$ cat src/rtl/czs_fifo.sv
// Small register FIFO with push/full and pop/empty sides.
module czs_fifo #(
  parameter int DW    = 8,
  parameter int DEPTH = 4,
  localparam int PW   = (DEPTH > 1) ? $clog2(DEPTH) : 1,
  localparam int CW   = $clog2(DEPTH + 1)
) (
  input  logic          clk,
  input  logic          rst_n,
  input  logic          push,
  input  logic [DW-1:0] din,
  output logic          full,
  input  logic          pop,
  output logic [DW-1:0] dout,
  output logic          empty,
  output logic [CW-1:0] count
);

  logic [DW-1:0] fifo_mem_r [DEPTH];
  logic [PW-1:0] wr_ptr_r, wr_ptr_nxt;
  logic [PW-1:0] rd_ptr_r, rd_ptr_nxt;
  logic [CW-1:0] cnt_r, cnt_nxt;
  logic          do_push, do_pop;

  assign full    = (cnt_r == CW'(DEPTH));
  assign empty   = (cnt_r == '0);
  assign count   = cnt_r;
  assign dout    = fifo_mem_r[rd_ptr_r];
  assign do_push = push && !full;
  assign do_pop  = pop && !empty;

  // Pointer and count update
  always_comb begin
    wr_ptr_nxt = wr_ptr_r;
    rd_ptr_nxt = rd_ptr_r;
    cnt_nxt    = cnt_r;
    if (do_push) begin
      wr_ptr_nxt = (wr_ptr_r == PW'(DEPTH - 1)) ? '0 : wr_ptr_r + 1'b1;
    end
    if (do_pop) begin
      rd_ptr_nxt = (rd_ptr_r == PW'(DEPTH - 1)) ? '0 : rd_ptr_r + 1'b1;
    end
    if (do_push && !do_pop) begin
      cnt_nxt = cnt_r + 1'b1;
    end else if (do_pop && !do_push) begin
      cnt_nxt = cnt_r - 1'b1;
    end
  end

  always_ff @(posedge clk) begin
    if (!rst_n) begin
      wr_ptr_r <= '0;
      rd_ptr_r <= '0;
      cnt_r    <= '0;
    end else begin
      wr_ptr_r <= wr_ptr_nxt;
      rd_ptr_r <= rd_ptr_nxt;
      cnt_r    <= cnt_nxt;
    end
  end

  // Entry storage, no reset
  always_ff @(posedge clk) begin
    if (do_push) begin
      fifo_mem_r[wr_ptr_r] <= din;
    end
  end

endmodule

$ cat config.mk
export PLATFORM = sky130hd
export DESIGN_NAME = czs_fifo
export DESIGN_NICKNAME = d
export VERILOG_FILES = /design/src/rtl/czs_fifo.sv
export SDC_FILE = /design/constraint.sdc
export NUM_CORES = 1
export LEC_CHECK = 0
export ABC_AREA = 1
export BUFFER_PORTS_ARGS = -buffer_cell sky130_fd_sc_hd__buf_2
export CAP_MARGIN = 20
export CORE_MARGIN = 2
export CORE_UTILIZATION = 40
export CTS_CLUSTER_SIZE = 14
export DETAILED_ROUTE_END_ITERATION = 7
export GPL_TIMING_DRIVEN = 0
export HOLD_SLACK_MARGIN = 0.12
export PLACE_DENSITY_LB_ADDON = 0.3
export SETUP_SLACK_MARGIN = 0.05
export SYNTH_ARGS = -nofsm -noshare
export SYNTH_HDL_FRONTEND = slang
export SYNTH_SLANG_ARGS = --single-unit
$ cat constraint.sdc
create_clock -name clk -period 1.6 [get_ports clk]
set_input_delay 0.32 -clock clk [delete_from_list [all_inputs] [get_ports clk]]
set_output_delay 0.32 -clock clk [all_outputs]
set_load 0.01 [all_outputs]
# Word-level counts from Yosys, hierarchy flattened
# Memories as Yosys holds them, arrays and structs flattened. A register that Yosys moved wholly into a read port is not among the register bits.
# Cells that the tools add are included.
# word_totals
ff_bits	7
mem_bits_rw	32
in_bits	12
output_inout_bits	13
memories	1
# mem_list
name	depth	width	rd	rd_ports_with_merged_regs	write_ports	line_no	text
fifo_mem_r	4	8	1	1	1	19	logic [DW-1:0] fifo_mem_r [DEPTH];
# classes
addsub	4
n_eq_ne	3
n_mux	8
reduce_logical	10
# ops
cell	count
$mux W2	4
$mux W3	2
$add A2 B1 Y2 const B	2
$eq A2 B2 Y1 const B	2
$logic_and A1 B1 Y1	4
$logic_not A1 Y1	4
$add A3 B1 Y3 const B	1
$eq A3 B3 Y1 const B	1
$logic_not A3 Y1	1
$sub A3 B1 Y3 const B	1
$mux W1	2
$reduce_bool A2 Y1	1

# Logic depth before layout (Yosys ltp)
# logic_depth
ltp_word	7
mapped_depth	13

# Least setup slack after synthesis
# No wires, ideal clock.
# synth_path
path_kind	flip-flop to flip-flop
startpoint	reg cnt_r[1] (netlist: count[1])
endpoint	reg cnt_r[1] (netlist: count[1])
setup_ps	116
t_arrival_ps	1627
setup_slack_ps	-143
stages_incl_launch_ff	10
period_less_slack_ps	1743
cell_sequence	dfxtp_1 nor2_1 nand2_1 nand2_2 inv_1 ha_1 inv_1 fa_1 o21ai_0 nor2_1
# synth_between
word_cells_on_any_way	15
# synth_rtl
item	line_no	text
from (decl)	22	logic [CW-1:0] cnt_r, cnt_nxt;
from (signal assigned)	58	cnt_r <= cnt_nxt;
$eq A3 B3 Y1	25	assign full = (cnt_r == CW'(DEPTH));
$logic_not A1 Y1	29	assign do_push = push && !full;
$logic_and A1 B1 Y1	29	
named net do_push	23	logic do_push, do_pop;
$logic_and A1 B1 Y1	43	if (do_push && !do_pop) begin
$mux W3	43	
named net cnt_nxt[1]	22	
# The timed path passes the listed nets, and every way through them passes these cells. The select of a mux whose other input is x is not followed.
# A chain may end at the register's enable or synchronous reset.

# Worst setup path in the final report
# layout_path
startpoint	reg cnt_r[1] (netlist: count[1])
endpoint	reg cnt_r[2] (netlist: count[2])
# layout_between
elab_chain_len	6
word_cells_on_any_way	15
# layout_rtl
item
branches (longest 6 deep; another with $sub A3 B1 Y3)
# Parallel ways; which one is timed is not known. The select of a mux whose other input is x is not followed.

==> results.md <==
- H-tree depth: 2
- Finished Cell Area: 2330 um^2
- Crit path from: count[1]
- WL final: between 3 and 4 mm
- Setup WS post-layout: -0.0592 ns
- RePlAce Congestion: 0.728
- Post-DP HPWL: around 2.2 mm
- Unique masters post-synth: 18
- Final Hold Fails: 0
- Multi-input logic area: approximately 600 um^2
- Final Max Tran Viols: 0
- CTS Root Cell: clkbuf_8
- Syn-to-layout area delta: 37.7%
- Seq/Total Area, Yosys: 0.674
- Die width: 69.1 um
- Mapped Area: ~1700 um^2
- Worst slew pin tran: 0.523 ns
- Vias/cell: 4.97
- Vias in the first global route: 1290
- Layout cells sized above 1: 0.464
- MaxCap Viol Count: 0
- Die Span Y: 69.1 um
- Initial Util: 0.420
- Drt initial violations: 27
- Peak VDD IR: 0.935 mV
- Peak Freq: 603 MHz
- YS warnings: 0
- Final non-filler cell total: 246
- Worst Skew: 0.00258 ns
- Combinational Power Share: 0.428
- Data arrival, critical path: 1.88 ns
- Worst setup SP type: flip-flop
- Row count: 23
- HP Start: din[3]
- Finish-stage setup viols: 3
- FF+latch count, synth: 41
- Routed WL per cell: approximately 15 um
- Worst-path clk slew: about 0.080 ns
- Failing checks: setup timing
- LEAKAGE: 0.937 nW
- Most common cell after layout, fill and taps aside: edfxtp_1
- Mapped Avg Cell Area: between 10 and 15 um^2
- Crit path time final: 1.66 ns
- Period utilization: 1.04
- Antenna Nets Post-Route: 0
- RSZ-0062 raised after global routing: true
- Setup CP Type: reg2reg
- CTS max path bufs: 2
- Crit path max fanout: 2
- Register Area: approximately 1200 um^2
- Vias: 1223
- Rel. slew slack: 0.651
- First-pass GRT wire length: around 5.8 mm
- Syn nets: 167
- Most frequent cells in the layout: edfxtp_1 (32), buf_2 (24), nor2_1 (22)
- Clock share of power: 0.209
- Num ports: 25
- Int Pwr: 0.00265 W
- Switching share of total power: 0.349
- Worst Path Required: 1.82 ns
- Die area: 4770 um^2
- Post-synthesis cell count: ~150
- TritonCTS Buffers: 5
- Reg power frac: 0.363
- Pwr/cell area: about 1700 nW/um^2
- Sink Count: 41
- Psw: 0.00142 W
- Outcome: complete, but fails checks
- Hold_buf cts: 0
- Total GRT Usage: 0.162
- Initial antenna violation count: 0
- Remaining DRCs: 0
- Dpl cells: 222
- N_diodes: 0
- Hold WC Path Type: in2reg
- Total grt overflow: 0
- Fill cells: 339
- DP Area: 1920 um^2
- Core Region: 4030 um^2
- Crit end category: flip-flop
- Drt first pass iters: 4
- Post-layout nets: 214
- IO Port Bufs: 24
- Largest net degree at the start of global routing: 14
- Clk_lat worst skew: around 0.29 ns
- CTS tree: done
- Worst r2r src: count[1]
## per-stage QoR
stage | util | worst slack, ns | setup TNS, ns | power (W) | hold slack (ns)
2_1_floorplan | - | 0.0212 | 0 | 0.00226 | 0.419
4_1_cts | 0.558 | -0.0436 | -0.0711 | 0.00390 | 0.223
5_1_grt | 0.579 | -0.151 | -0.648 | 0.00431 | 0.223
3_3_place_gp | 0.475 | -0.0479 | -0.128 | 0.00261 | 0.501
3_5_place_dp | 0.475 | -0.0969 | -0.707 | 0.00268 | 0.508
6_report | 0.579 | -0.0592 | -0.105 | 0.00408 | 0.240
## power groups by stage
stage / combinational, W / clock (W) / sequential (W)
CTS: 0.00156 / 0.000874 / 0.00147
detailed placement: 0.00117 / 0 / 0.00151
floorplan: 0.000771 / 0 / 0.00149
finish: 0.00174 / 0.000853 / 0.00148
global route: 0.00190 / 0.000914 / 0.00149
global placement: 0.00111 / 0 / 0.00150
## routing by layer
metal / routed length [um] / vias up / GRT usage
met5: 0 / - / 0
met4: 108 / 0 / 0.0959
met3: 205 / 9 / 0.0541
met2: 2010 / 40 / 0.281
met1: 1400 / 582 / 0.169
li1: - / 592 / -
## worst max-delay path: stages, from the launching register on
cell,delay [ns]
dfxtp_4,0.36
nor2_4,0.15
nand2_2,0.08
nand2_2,0.10
ha_4,0.14
inv_2,0.04
fa_2,0.35
inv_2,0.06
nand2_2,0.05
nand4_1,0.06
nand2_1,0.07
nor2_1,0.13
## kinds of logic after synthesis
group	synth area share
flops	0.674
fa+ha+maj	0.0562
compound gates	0.0953
simple gates	0.119
buf+inv	0.0554
## state kept, by name, summed over array words and instances, names as in the netlist, named ones only
signal / flops
count: 3
fifo_mem_r: 32
rd_ptr_r: 2
wr_ptr_r: 2
## cell usage after synthesis, drive strengths merged
cell    number  area (um^2)
ha           6         75.1
buf          2         22.5
a21oi        2         10.0
o21ai       18          101
fa           1         20.0
nor2        33          124
nand4        1         6.26
o22ai        8         50.1
inv         19         71.3
nand3        1         5.00
nand3b       1         7.51
nand2       15         58.8
edfxtp      32          961
dfxtp        9          180
## path summary, 6_finish.rpt
kind              cells past startpoint  slack (ns)          endpoint
setup / recovery                     11       -0.06          count[2]
hold / removal                        1        0.24  fifo_mem_r[3][3]
setup reg to reg                     11       -0.06          count[2]
hold reg to reg                       2        0.55       wr_ptr_r[1]
## repair_timing
action	4_1_cts	5_1_grt
setup endpoints to repair	42	10
pin swaps	8	14
resized for setup	35	17
gates cloned	1	0
buffers inserted	12	3
## layout make-up
class,instances,share of cell area
buffer,2,0.0129
clock buffer,6,0.0354
clock inverter,2,0.0161
inverter,19,0.0354
multi-input combinational,86,0.257
sequential,41,0.496
tap,50,0.0268
timing repair buffer,40,0.120
No activity file was read; power rests on OpenSTA's default activity.
