**src/rtl/czs_pkg.sv**
```systemverilog
// Shared types and constants for the center zoom pixel scaler.
package czs_pkg;

  // Default geometry and fixed-point format
  localparam int WIDTH_DEF     = 320;
  localparam int HEIGHT_DEF    = 200;
  localparam int FRAC_BITS_DEF = 8;

  // Fixed field widths
  localparam int ACC_W   = 20;   // coordinate accumulator width, bit 19 is sign
  localparam int SCALE_W = 10;
  localparam int PIX_W   = 8;
  localparam int ADDR_IN_W = 16;

  // Step limits
  localparam int MIN_SCALE  = 32;
  localparam int RESET_STEP = 256;

  // Queue depths between front and back, and at the result side
  localparam int REQ_DEPTH = 4;
  localparam int OUT_DEPTH = 4;

  // Item opcodes
  typedef enum logic [1:0] {
    OP_LOAD  = 2'd0,
    OP_FRAME = 2'd1,
    OP_PIXEL = 2'd2
  } op_t;

  // Control flags carried with each store request
  typedef struct packed {
    logic is_read;    // 1: screen pixel read, 0: source pixel write
    logic in_img;     // coordinates fall inside the source image
    logic row_end;
    logic frame_end;
  } req_ctl_t;

  localparam int REQ_CTL_W = $bits(req_ctl_t);

endpackage

```
**src/rtl/czs_front.sv**
```systemverilog
// Front end: accepts items, tracks the zoom raster and forms store requests.
module czs_front #(
  parameter int WIDTH     = czs_pkg::WIDTH_DEF,
  parameter int HEIGHT    = czs_pkg::HEIGHT_DEF,
  parameter int FRAC_BITS = czs_pkg::FRAC_BITS_DEF,
  localparam int AW       = $clog2(WIDTH * HEIGHT)
) (
  input  logic                                clk,
  input  logic                                rst_n,
  input  logic                                in_push,
  output logic                                in_full,
  input  logic [1:0]                          in_op,
  input  logic [czs_pkg::ADDR_IN_W-1:0]       in_address,
  input  logic [czs_pkg::PIX_W-1:0]           in_pixel_in,
  input  logic [czs_pkg::SCALE_W-1:0]         in_scale,
  output logic                                q_push,
  input  logic                                q_full,
  output czs_pkg::req_ctl_t                   q_ctl,
  output logic [AW-1:0]                       q_addr,
  output logic [czs_pkg::PIX_W-1:0]           q_data
);
  import czs_pkg::*;

  localparam int XW     = $clog2(WIDTH);
  localparam int YW     = $clog2(HEIGHT);
  localparam int HALF_W = WIDTH / 2;
  localparam int HALF_H = HEIGHT / 2;
  localparam int DEPTH  = WIDTH * HEIGHT;
  localparam logic [ACC_W-1:0] CTR_U = ACC_W'(HALF_W << FRAC_BITS);
  localparam logic [ACC_W-1:0] CTR_V = ACC_W'(HALF_H << FRAC_BITS);
  localparam logic [ACC_W-1:0] V_CORNER_RST =
    ACC_W'((HALF_H << FRAC_BITS) - RESET_STEP * HALF_H);

  // Raster state
  logic [SCALE_W-1:0] step_r, step_nxt;
  logic [ACC_W-1:0]   row_u_r, row_u_nxt;
  logic [ACC_W-1:0]   u_r, u_nxt;
  logic [ACC_W-1:0]   v_r, v_nxt;
  logic [ACC_W-1:0]   v_corner_r, v_corner_nxt;
  logic [XW-1:0]      col_r, col_nxt;
  logic [YW-1:0]      row_r, row_nxt;

  // Request stage
  logic               a_valid_r, a_valid_nxt;
  req_ctl_t           a_ctl_r, a_ctl_nxt;
  logic [XW-1:0]      a_sx_r;
  logic [YW-1:0]      a_sy_r;
  logic [AW-1:0]      a_addr_r;
  logic [PIX_W-1:0]   a_data_r;

  logic               a_ready, accept, ld_ok, u_in, v_in, last_col, last_row;
  logic [SCALE_W-1:0] step_new;
  logic [ACC_W-1:0]   corner_u, corner_v;
  logic [31:0]        ux, vy;

  assign a_ready = !a_valid_r || !q_full;
  assign in_full = !a_ready;
  assign accept  = in_push && a_ready;

  // Frame start: clamped step and corner coordinates
  assign step_new = (in_scale < SCALE_W'(MIN_SCALE)) ? SCALE_W'(MIN_SCALE) : in_scale;
  assign corner_u = CTR_U - ACC_W'(step_new) * ACC_W'(HALF_W);
  assign corner_v = CTR_V - ACC_W'(step_new) * ACC_W'(HALF_H);

  // Integer coordinates and bounds
  assign ux       = 32'(u_r[ACC_W-1:FRAC_BITS]);
  assign vy       = 32'(v_r[ACC_W-1:FRAC_BITS]);
  assign u_in     = !u_r[ACC_W-1] && (ux < 32'(WIDTH));
  assign v_in     = !v_r[ACC_W-1] && (vy < 32'(HEIGHT));
  assign last_col = (col_r == XW'(WIDTH - 1));
  assign last_row = (row_r == YW'(HEIGHT - 1));
  assign ld_ok    = (32'(in_address) < 32'(DEPTH));

  // Next state for raster and request stage
  always_comb begin
    step_nxt     = step_r;
    row_u_nxt    = row_u_r;
    u_nxt        = u_r;
    v_nxt        = v_r;
    v_corner_nxt = v_corner_r;
    col_nxt      = col_r;
    row_nxt      = row_r;
    a_valid_nxt  = a_ready ? 1'b0 : a_valid_r;
    a_ctl_nxt    = '0;
    if (accept) begin
      unique case (in_op)
        OP_LOAD: begin
          a_valid_nxt = ld_ok;
        end
        OP_FRAME: begin
          step_nxt     = step_new;
          row_u_nxt    = corner_u;
          u_nxt        = corner_u;
          v_nxt        = corner_v;
          v_corner_nxt = corner_v;
          col_nxt      = '0;
          row_nxt      = '0;
        end
        OP_PIXEL: begin
          a_valid_nxt       = 1'b1;
          a_ctl_nxt.is_read = 1'b1;
          a_ctl_nxt.in_img  = u_in && v_in;
          if (last_col) begin
            a_ctl_nxt.row_end = 1'b1;
            col_nxt           = '0;
            u_nxt             = row_u_r;
            if (last_row) begin
              a_ctl_nxt.frame_end = 1'b1;
              row_nxt             = '0;
              v_nxt               = v_corner_r;
            end else begin
              row_nxt = row_r + 1'b1;
              v_nxt   = v_r + ACC_W'(step_r);
            end
          end else begin
            col_nxt = col_r + 1'b1;
            u_nxt   = u_r + ACC_W'(step_r);
          end
        end
        default: begin
          a_valid_nxt = 1'b0;
        end
      endcase
    end
  end

  always_ff @(posedge clk) begin
    if (!rst_n) begin
      step_r     <= SCALE_W'(RESET_STEP);
      row_u_r    <= '0;
      u_r        <= '0;
      v_r        <= '0;
      v_corner_r <= V_CORNER_RST;
      col_r      <= '0;
      row_r      <= '0;
      a_valid_r  <= 1'b0;
    end else begin
      step_r     <= step_nxt;
      row_u_r    <= row_u_nxt;
      u_r        <= u_nxt;
      v_r        <= v_nxt;
      v_corner_r <= v_corner_nxt;
      col_r      <= col_nxt;
      row_r      <= row_nxt;
      a_valid_r  <= a_valid_nxt;
    end
  end

  // Request payload, loaded with each accepted item
  always_ff @(posedge clk) begin
    if (accept) begin
      a_ctl_r  <= a_ctl_nxt;
      a_sx_r   <= XW'(ux);
      a_sy_r   <= YW'(vy);
      a_addr_r <= AW'(in_address);
      a_data_r <= in_pixel_in;
    end
  end

  // Store address: row times width plus column for reads
  assign q_push = a_valid_r;
  assign q_ctl  = a_ctl_r;
  assign q_data = a_data_r;
  assign q_addr = a_ctl_r.is_read ? AW'(AW'(a_sy_r) * AW'(WIDTH)) + AW'(a_sx_r)
                                  : a_addr_r;

endmodule

```
**config.mk**
```make
export PLATFORM = sky130hd
export DESIGN_NAME = czs_front
export DESIGN_NICKNAME = d
export VERILOG_FILES = /design/src/rtl/czs_pkg.sv /design/src/rtl/czs_front.sv
export SDC_FILE = /design/constraint.sdc
export NUM_CORES = 1
export LEC_CHECK = 0
export ABC_AREA = 1
export BUFFER_PORTS_ARGS = -buffer_cell sky130_fd_sc_hd__buf_4
export CAP_MARGIN = 20
export CORE_AREA = 4 4 140 142
export CTS_BUF_LIST = sky130_fd_sc_hd__clkbuf_16
export DETAILED_ROUTE_END_ITERATION = 16
export DIE_AREA = 0 0 144 146
export GPL_TIMING_DRIVEN = 0
export PLACE_DENSITY_LB_ADDON = 0.15
export SLEW_MARGIN = 5
export SYNTH_ARGS = -nofsm -noshare
export SYNTH_HDL_FRONTEND = slang
export SYNTH_SLANG_ARGS = --single-unit
```
**constraint.sdc**
```tcl
create_clock -name clk -period 4.3 [get_ports clk]
set_input_delay 0.43 -clock clk [delete_from_list [all_inputs] [get_ports clk]]
set_output_delay 0.43 -clock clk [all_outputs]
set_load 0.005 [all_outputs]
```
# [After elaboration in Yosys (flattened, before gate mapping)]
# Cells that the tools add are included.
[totals] reg_bits=153 input_bits=40 out_inout_bits=30 wordCells=69
[classes] n_mul=3 eq_ne=5 reduce_logical=16 mux=18 magnitude_cmp=4 n_addsub=7
[ops] operator="case mux 20 bit (2 select lines)" n=2
[ops] operator="2-to-1 mux 20 bit" n=3
[ops] operator="adder 20 x 10 -> 20 bit" n=2
[ops] operator="subtractor 16 x 18 -> 19 bit, first input constant" n=1
[ops] operator="case mux 9 bit (2 select lines)" n=1
[ops] operator="subtractor 15 x 17 -> 18 bit, first input constant" n=1
[ops] operator="adder 16 x 9 -> 16 bit" n=1
[ops] operator="less-than comparator 16 bit, second input constant" n=1
[ops] operator="2-to-1 mux 16 bit" n=1
[ops] operator="2-to-1 mux 8 bit" n=2
[ops] operator="case mux 8 bit (2 select lines)" n=1
[ops] operator="multiplier 10 x 5 -> 15 bit, second input constant" n=1
[ops] operator="multiplier 10 x 3 -> 13 bit, second input constant" n=1
[ops] operator="less-than comparator 12 x 8 -> 1 bit, second input constant" n=1
[ops] operator="less-than comparator 12 x 9 -> 1 bit, second input constant" n=1
[ops] operator="less-than comparator 10 x 6 -> 1 bit, second input constant" n=1
[ops] operator="multiplier 8 x 3 -> 10 bit, second input constant" n=1
[ops] operator="2-to-1 mux 10 bit" n=1
[ops] operator="adder 9 x 1 -> 9 bit, second input constant" n=1
[ops] operator="equality test 9 bit, second input constant" n=1
[ops] operator="2-to-1 mux 9 bit" n=1
[ops] operator="adder 8 x 1 -> 8 bit, second input constant" n=1
[ops] operator="equality test 8 bit, second input constant" n=1
[ops] operator="AND reduction 2 bit" n=3
[ops] operator="13 further kinds" n=22

# [Depth between registers and ports, before layout]
[logic_depth] depth_word=5 depth_mapped=27 mapped_depth_nobuf=27

# [Worst setup path before layout]
# OpenSTA, ideal clock, no wires.
[synth_timing] kind="in2reg" startpoint="input port in_scale[8] (netlist bit)" endpoint="register v_corner_r[15]" setup_ps=114 slack_ps=386 path_stages=22 arrival_ps=3801 required_ps=4186 n_path_buf=0 cell_sequence="inv_1 > ha_1 > inv_1 > nor2_1 > nand2_2 > inv_1 > or2_2 > ha_1 > ha_1 > inv_1 > fa_1 > inv_1 > ha_1 > a21oi_2 > nor2_1 > nor2_1 > nand2_1 > xor2_2 > nand3_2 > xor2_1 > o21bai_1 > inv_1"
[synth_between] elab_chain_len=4
[synth_lines] element="start, declared" line_no="czs_front.sv:15" source="input logic [czs_pkg::SCALE_W-1:0] in_scale,"
[synth_lines] element="less-than comparator 10 x 6 -> 1 bit" line_no="czs_front.sv:61" source="assign step_new = (in_scale < SCALE_W'(MIN_SCALE)) ? SCALE_W'(MIN_SCALE) : in_scale;"
[synth_lines] element="2-to-1 mux 10 bit" line_no="czs_front.sv:61"
[synth_lines] element="via step_new[5]" line_no="czs_front.sv:52" source="logic [SCALE_W-1:0] step_new;"
[synth_lines] element="multiplier 10 x 5 -> 15 bit" line_no="czs_front.sv:63" source="assign corner_v = CTR_V - ACC_W'(step_new) * ACC_W'(HALF_H);"
[synth_lines] element="subtractor 15 x 17 -> 18 bit" line_no="czs_front.sv:63"
[synth_lines] element="end signal, assigned" line_no="czs_front.sv:142" source="v_corner_r <= v_corner_nxt;"
[synth_lines] element="end, declared" line_no="czs_front.sv:39" source="logic [ACC_W-1:0] v_corner_r, v_corner_nxt;"
# The timed path passes the listed nets, and every way through them passes these cells.
# A chain may end at the register's enable or synchronous reset.

# [Worst setup path after layout]
[layout_timing] startpoint="input port in_scale[9] (netlist bit)" endpoint="register v_r[16]"
[layout_between] elab_chain_len=5
[layout_lines] element="less-than comparator 10 x 6 -> 1 bit" line_no="czs_front.sv:61"
[layout_lines] element="2-to-1 mux 10 bit" line_no="czs_front.sv:61"
[layout_lines] element="via step_new[5]" line_no="czs_front.sv:52"
[layout_lines] element="multiplier 10 x 5 -> 15 bit" line_no="czs_front.sv:63"
[layout_lines] element="subtractor 15 x 17 -> 18 bit" line_no="czs_front.sv:63"
[layout_lines] element="case mux 20 bit (2 select lines)" line_no="czs_front.sv:86" source="unique case (in_op)"
[layout_lines] element="end signal, assigned" line_no="czs_front.sv:141" source="v_r <= v_nxt;"
[layout_lines] element="end, declared" line_no="czs_front.sv:38" source="logic [ACC_W-1:0] v_r, v_nxt;"
# The timed path passes the listed nets, and every way through them passes these cells.

==> flow_summary.toml <==
[die]
rows = 50
die-area_um2 = 21000
die_h_um = 146
start_util = 0.536
boundaryPins = 70
die_x_um = 144
core_area_um2 = 18500

[power_and_ir_drop]
combPwrFrac = 0.299
power.leakage_nw = 5.53
finalPower_w = 0.00436
clkPwrFrac = 0.354
power_frac_seq = 0.347
p_int_w = 0.00288
p_sw_w = 0.00148
switching_share = 0.340
ir_drop_uv = 209
p_per_area_nw_per_um2 = 384

[logic_synthesis]
yosys_warnings = 0
synthTopCellsByArea = "dfxtp_1, edfxtp_1, ha_1, nand2_1, inv_1"
syn_nets = 1454
syn_inst = 1311
synth_top_area_cell = "dfxtp_1"
syn_area_um2 = 9890
ys_seq_area_frac = 0.329
synth.top_cell.area_share = 0.192
synth_cell_type_count = 58
ys_ff_latch = 140
async_flop_share = 0
avgSynthCellArea_um2 = 7.54
synthTopCellsByCount = "nand2_1, inv_1, a21oi_1"
yosysMostFrequentCell = "nand2_1"
synth-edff-count = 45
synth_flop_cell = "dfxtp_1"

[cts]
clkLatencyLatePin_ns = 0.43
numCtsBuffers = 17
cts-hold-fix-buffers = 0
cts_tree = "yes"
cts_max_level = 4
clk_path_buf_depth = 2
cts-root-buf = "clkbuf_16"
clock_sinks = 140
path_clk_slew_ns = 0.06

[flow_run]
drv_cap = 0

[setup_path]
critPathKind = "input pin to flip-flop"
worst-r2r-cell-count = 12
cpPeakStageDelay_ns = 0.49
end_kind = "flip-flop"
worst_setup_path_start_kind = "input pin"
crit_buf_inv = 6
crit_cells = 23
cp_slowest_cell = "fa_1"
arrival_ns = 4.22
crit_chain = "buf_4 > inv_1 > ha_1 > inv_1 > nor2_1 > nand2_2 > inv_1 > or2_2 > ha_1 > ha_1 > inv_1 > fa_1 > inv_1 > ha_1 > a21o_1 > a21oi_1 > nand2_2 > xor2_4 > nand3_2 > nand3_1 > nand3_1 > nand2_1 > a21oi_2"
cp_common_cell = "inv_1"
crit_family = "adder cells"
crit_fanout = 6
required_ns = 4.58

[detailed_routing]
antenna_left = 0
drt-wirelength-per-cell_um = 15.2
via_per_inst = 5.36
post-route-drc-count = 0
vias = 8827
drtIter0Drc = 717
firstDrtPassIters = 7
drt-total-wl_um = 25000

[layout]
register_area_um2 = 3250
area_delta_synth_final_pct = 15.0
num-nets-final = 1543
n_antenna_cell = 0
fill_cells = 1652
multi_input_area_um2 = 5790
drive_gt1_frac = 0.137
final_cells = 1647

[global_route]
grt_max_degree = 33
grt.overflow.total = 0
grt_pass1_vias = 8472
antenna_found_initial = 0
grt_usage = 0.242
grt_pass1_wl_um = 41000

[sta]
final.setup_skew_ns = 0.0123
hold_violations = 0
worst-slew-pin-transition_ns = 0.796
fmax_mhz = 254
maxSlewViolCount = 0
finalCriticalPeriod_ns = 3.94
finalCritPeriodShare = 0.916
rsz0062_at_grt = "false"
setup_viol = 0
relSlewSlack = 0.469

[status]
status = "complete, no violations"

[placement]
placed_cells = 1614
gp_congestion = 0.930
port_buffers = 68
place.detailed.hpwl_um = 19500

[hold_path]
hold_depth = 1
worst_hold_path_type = "input pin to flip-flop"
[cells by family (layout without fill, tap and decap cells)]
| family | count (synthesis) | in the layout | share of synthesized area |
|---|---|---|---|
| flops | 140 | 140 | 0.329 |
| xor+xnor | 49 | 49 | 0.0502 |
| buf+inv | 227 | 329 | 0.0895 |
| compound gates | 254 | 254 | 0.150 |
| fa+ha+maj | 103 | 103 | 0.138 |
| simple gates | 538 | 538 | 0.244 |
[path summary, 6_finish.rpt]
kind                   from        end  slack (ns)
min          in_pixel_in[6]  q_data[6]        0.18
max             in_scale[9]    v_r[16]        0.36
min reg2reg          u_r[0]     u_r[0]        0.47
max reg2reg        row_r[0]    v_r[16]        1.93
[cell type report]
type / instances / area share
Clock buffer: 17 / 0.0374
Buffer: 36 / 0.0146
Multi-Input combinational cell: 944 / 0.509
Sequential cell: 140 / 0.286
Timing Repair Buffer: 70 / 0.0473
Clock inverter: 15 / 0.0163
Inverter: 191 / 0.0632
Tap cell: 234 / 0.0258
[worst reg2reg max path, stage by stage, from the launching register on]
cell and delay [ns]:
dfxtp_1 0.37, ha_1 0.18, nand2_1 0.11, nor3_1 0.14, nand4_1 0.14, nor2_1 0.60
inv_2 0.20, nor2_1 0.22, nor2_1 0.06, nand2_1 0.07, inv_2 0.03, nand2_1 0.07
a21oi_2 0.05
[layer usage]
| metal | vias to the layer above | part of all wire | global-route usage |
|---|---|---|---|
| met3 | 40 | 0.064 | 0.0401 |
| met1 | 3989 | 0.45 | 0.321 |
| met5 | - | 0 | 0 |
| li1 | 4525 | - | - |
| met2 | 273 | 0.46 | 0.400 |
| met4 | 0 | 0.024 | 0.0772 |
[state kept, by name, indices dropped and copies added, names as in the netlist]
name / count
v_r: 20
row_u_r: 13
q_data: 8
a_addr_r: 16
a_sy_r: 8
q_push: 1
col_r: 9
step_r: 10
row_r: 8
a_sx_r: 9
v_corner_r: 14
q_ctl: 4
u_r: 20
[cell usage in the layout, fill, tap and decap left out, types with 14 or more instances in the layout]
master     count
xor2_1        29
clkbuf_16     17
edfxtp_1      45
buf_4         72
nand2_2       23
nor2_1        81
nand3_1       87
o21bai_1      15
nand4_1       15
o21ai_0       69
a21oi_1       96
ha_1          92
inv_1        175
clkbuf_1      21
dfxtp_1       95
xnor2_1       14
nand2_1      277
nor3_1        15
o211ai_1      17
[power groups by stage]
stage | clock network (W) | logic, W | registers (W)
after floorplan | 0 | 0.000959 | 0.00152
after global placement | 0 | 0.00125 | 0.00154
after detailed placement | 0 | 0.00127 | 0.00154
after CTS | 0.00156 | 0.00128 | 0.00151
after global routing | 0.00162 | 0.00148 | 0.00152
final | 0.00155 | 0.00130 | 0.00151
[what timing repair did]
action	4_1_cts	5_1_grt
resized for setup	0	6
setup endpoints to repair	0	12
buffers inserted	0	1
[stage by stage]
| stage | hold slack [ns] | setup TNS, ns | setup WS, ns | cell area [um2] | util |
|---|---|---|---|---|---|
| after floorplan | 0.429 | 0 | 0.386 | 9890 | - |
| after global placement | 0.456 | -1.11 | -0.206 | 10700 | 0.579 |
| after detailed placement | 0.462 | -1.59 | -0.245 | 10700 | 0.580 |
| after CTS | 0.166 | 0 | 0.194 | 11300 | 0.613 |
| after global routing | 0.164 | 0 | 0.00653 | 11400 | 0.616 |
| final | 0.180 | 0 | 0.361 | 11400 | 0.616 |
(Power assumes the default switching activity.)
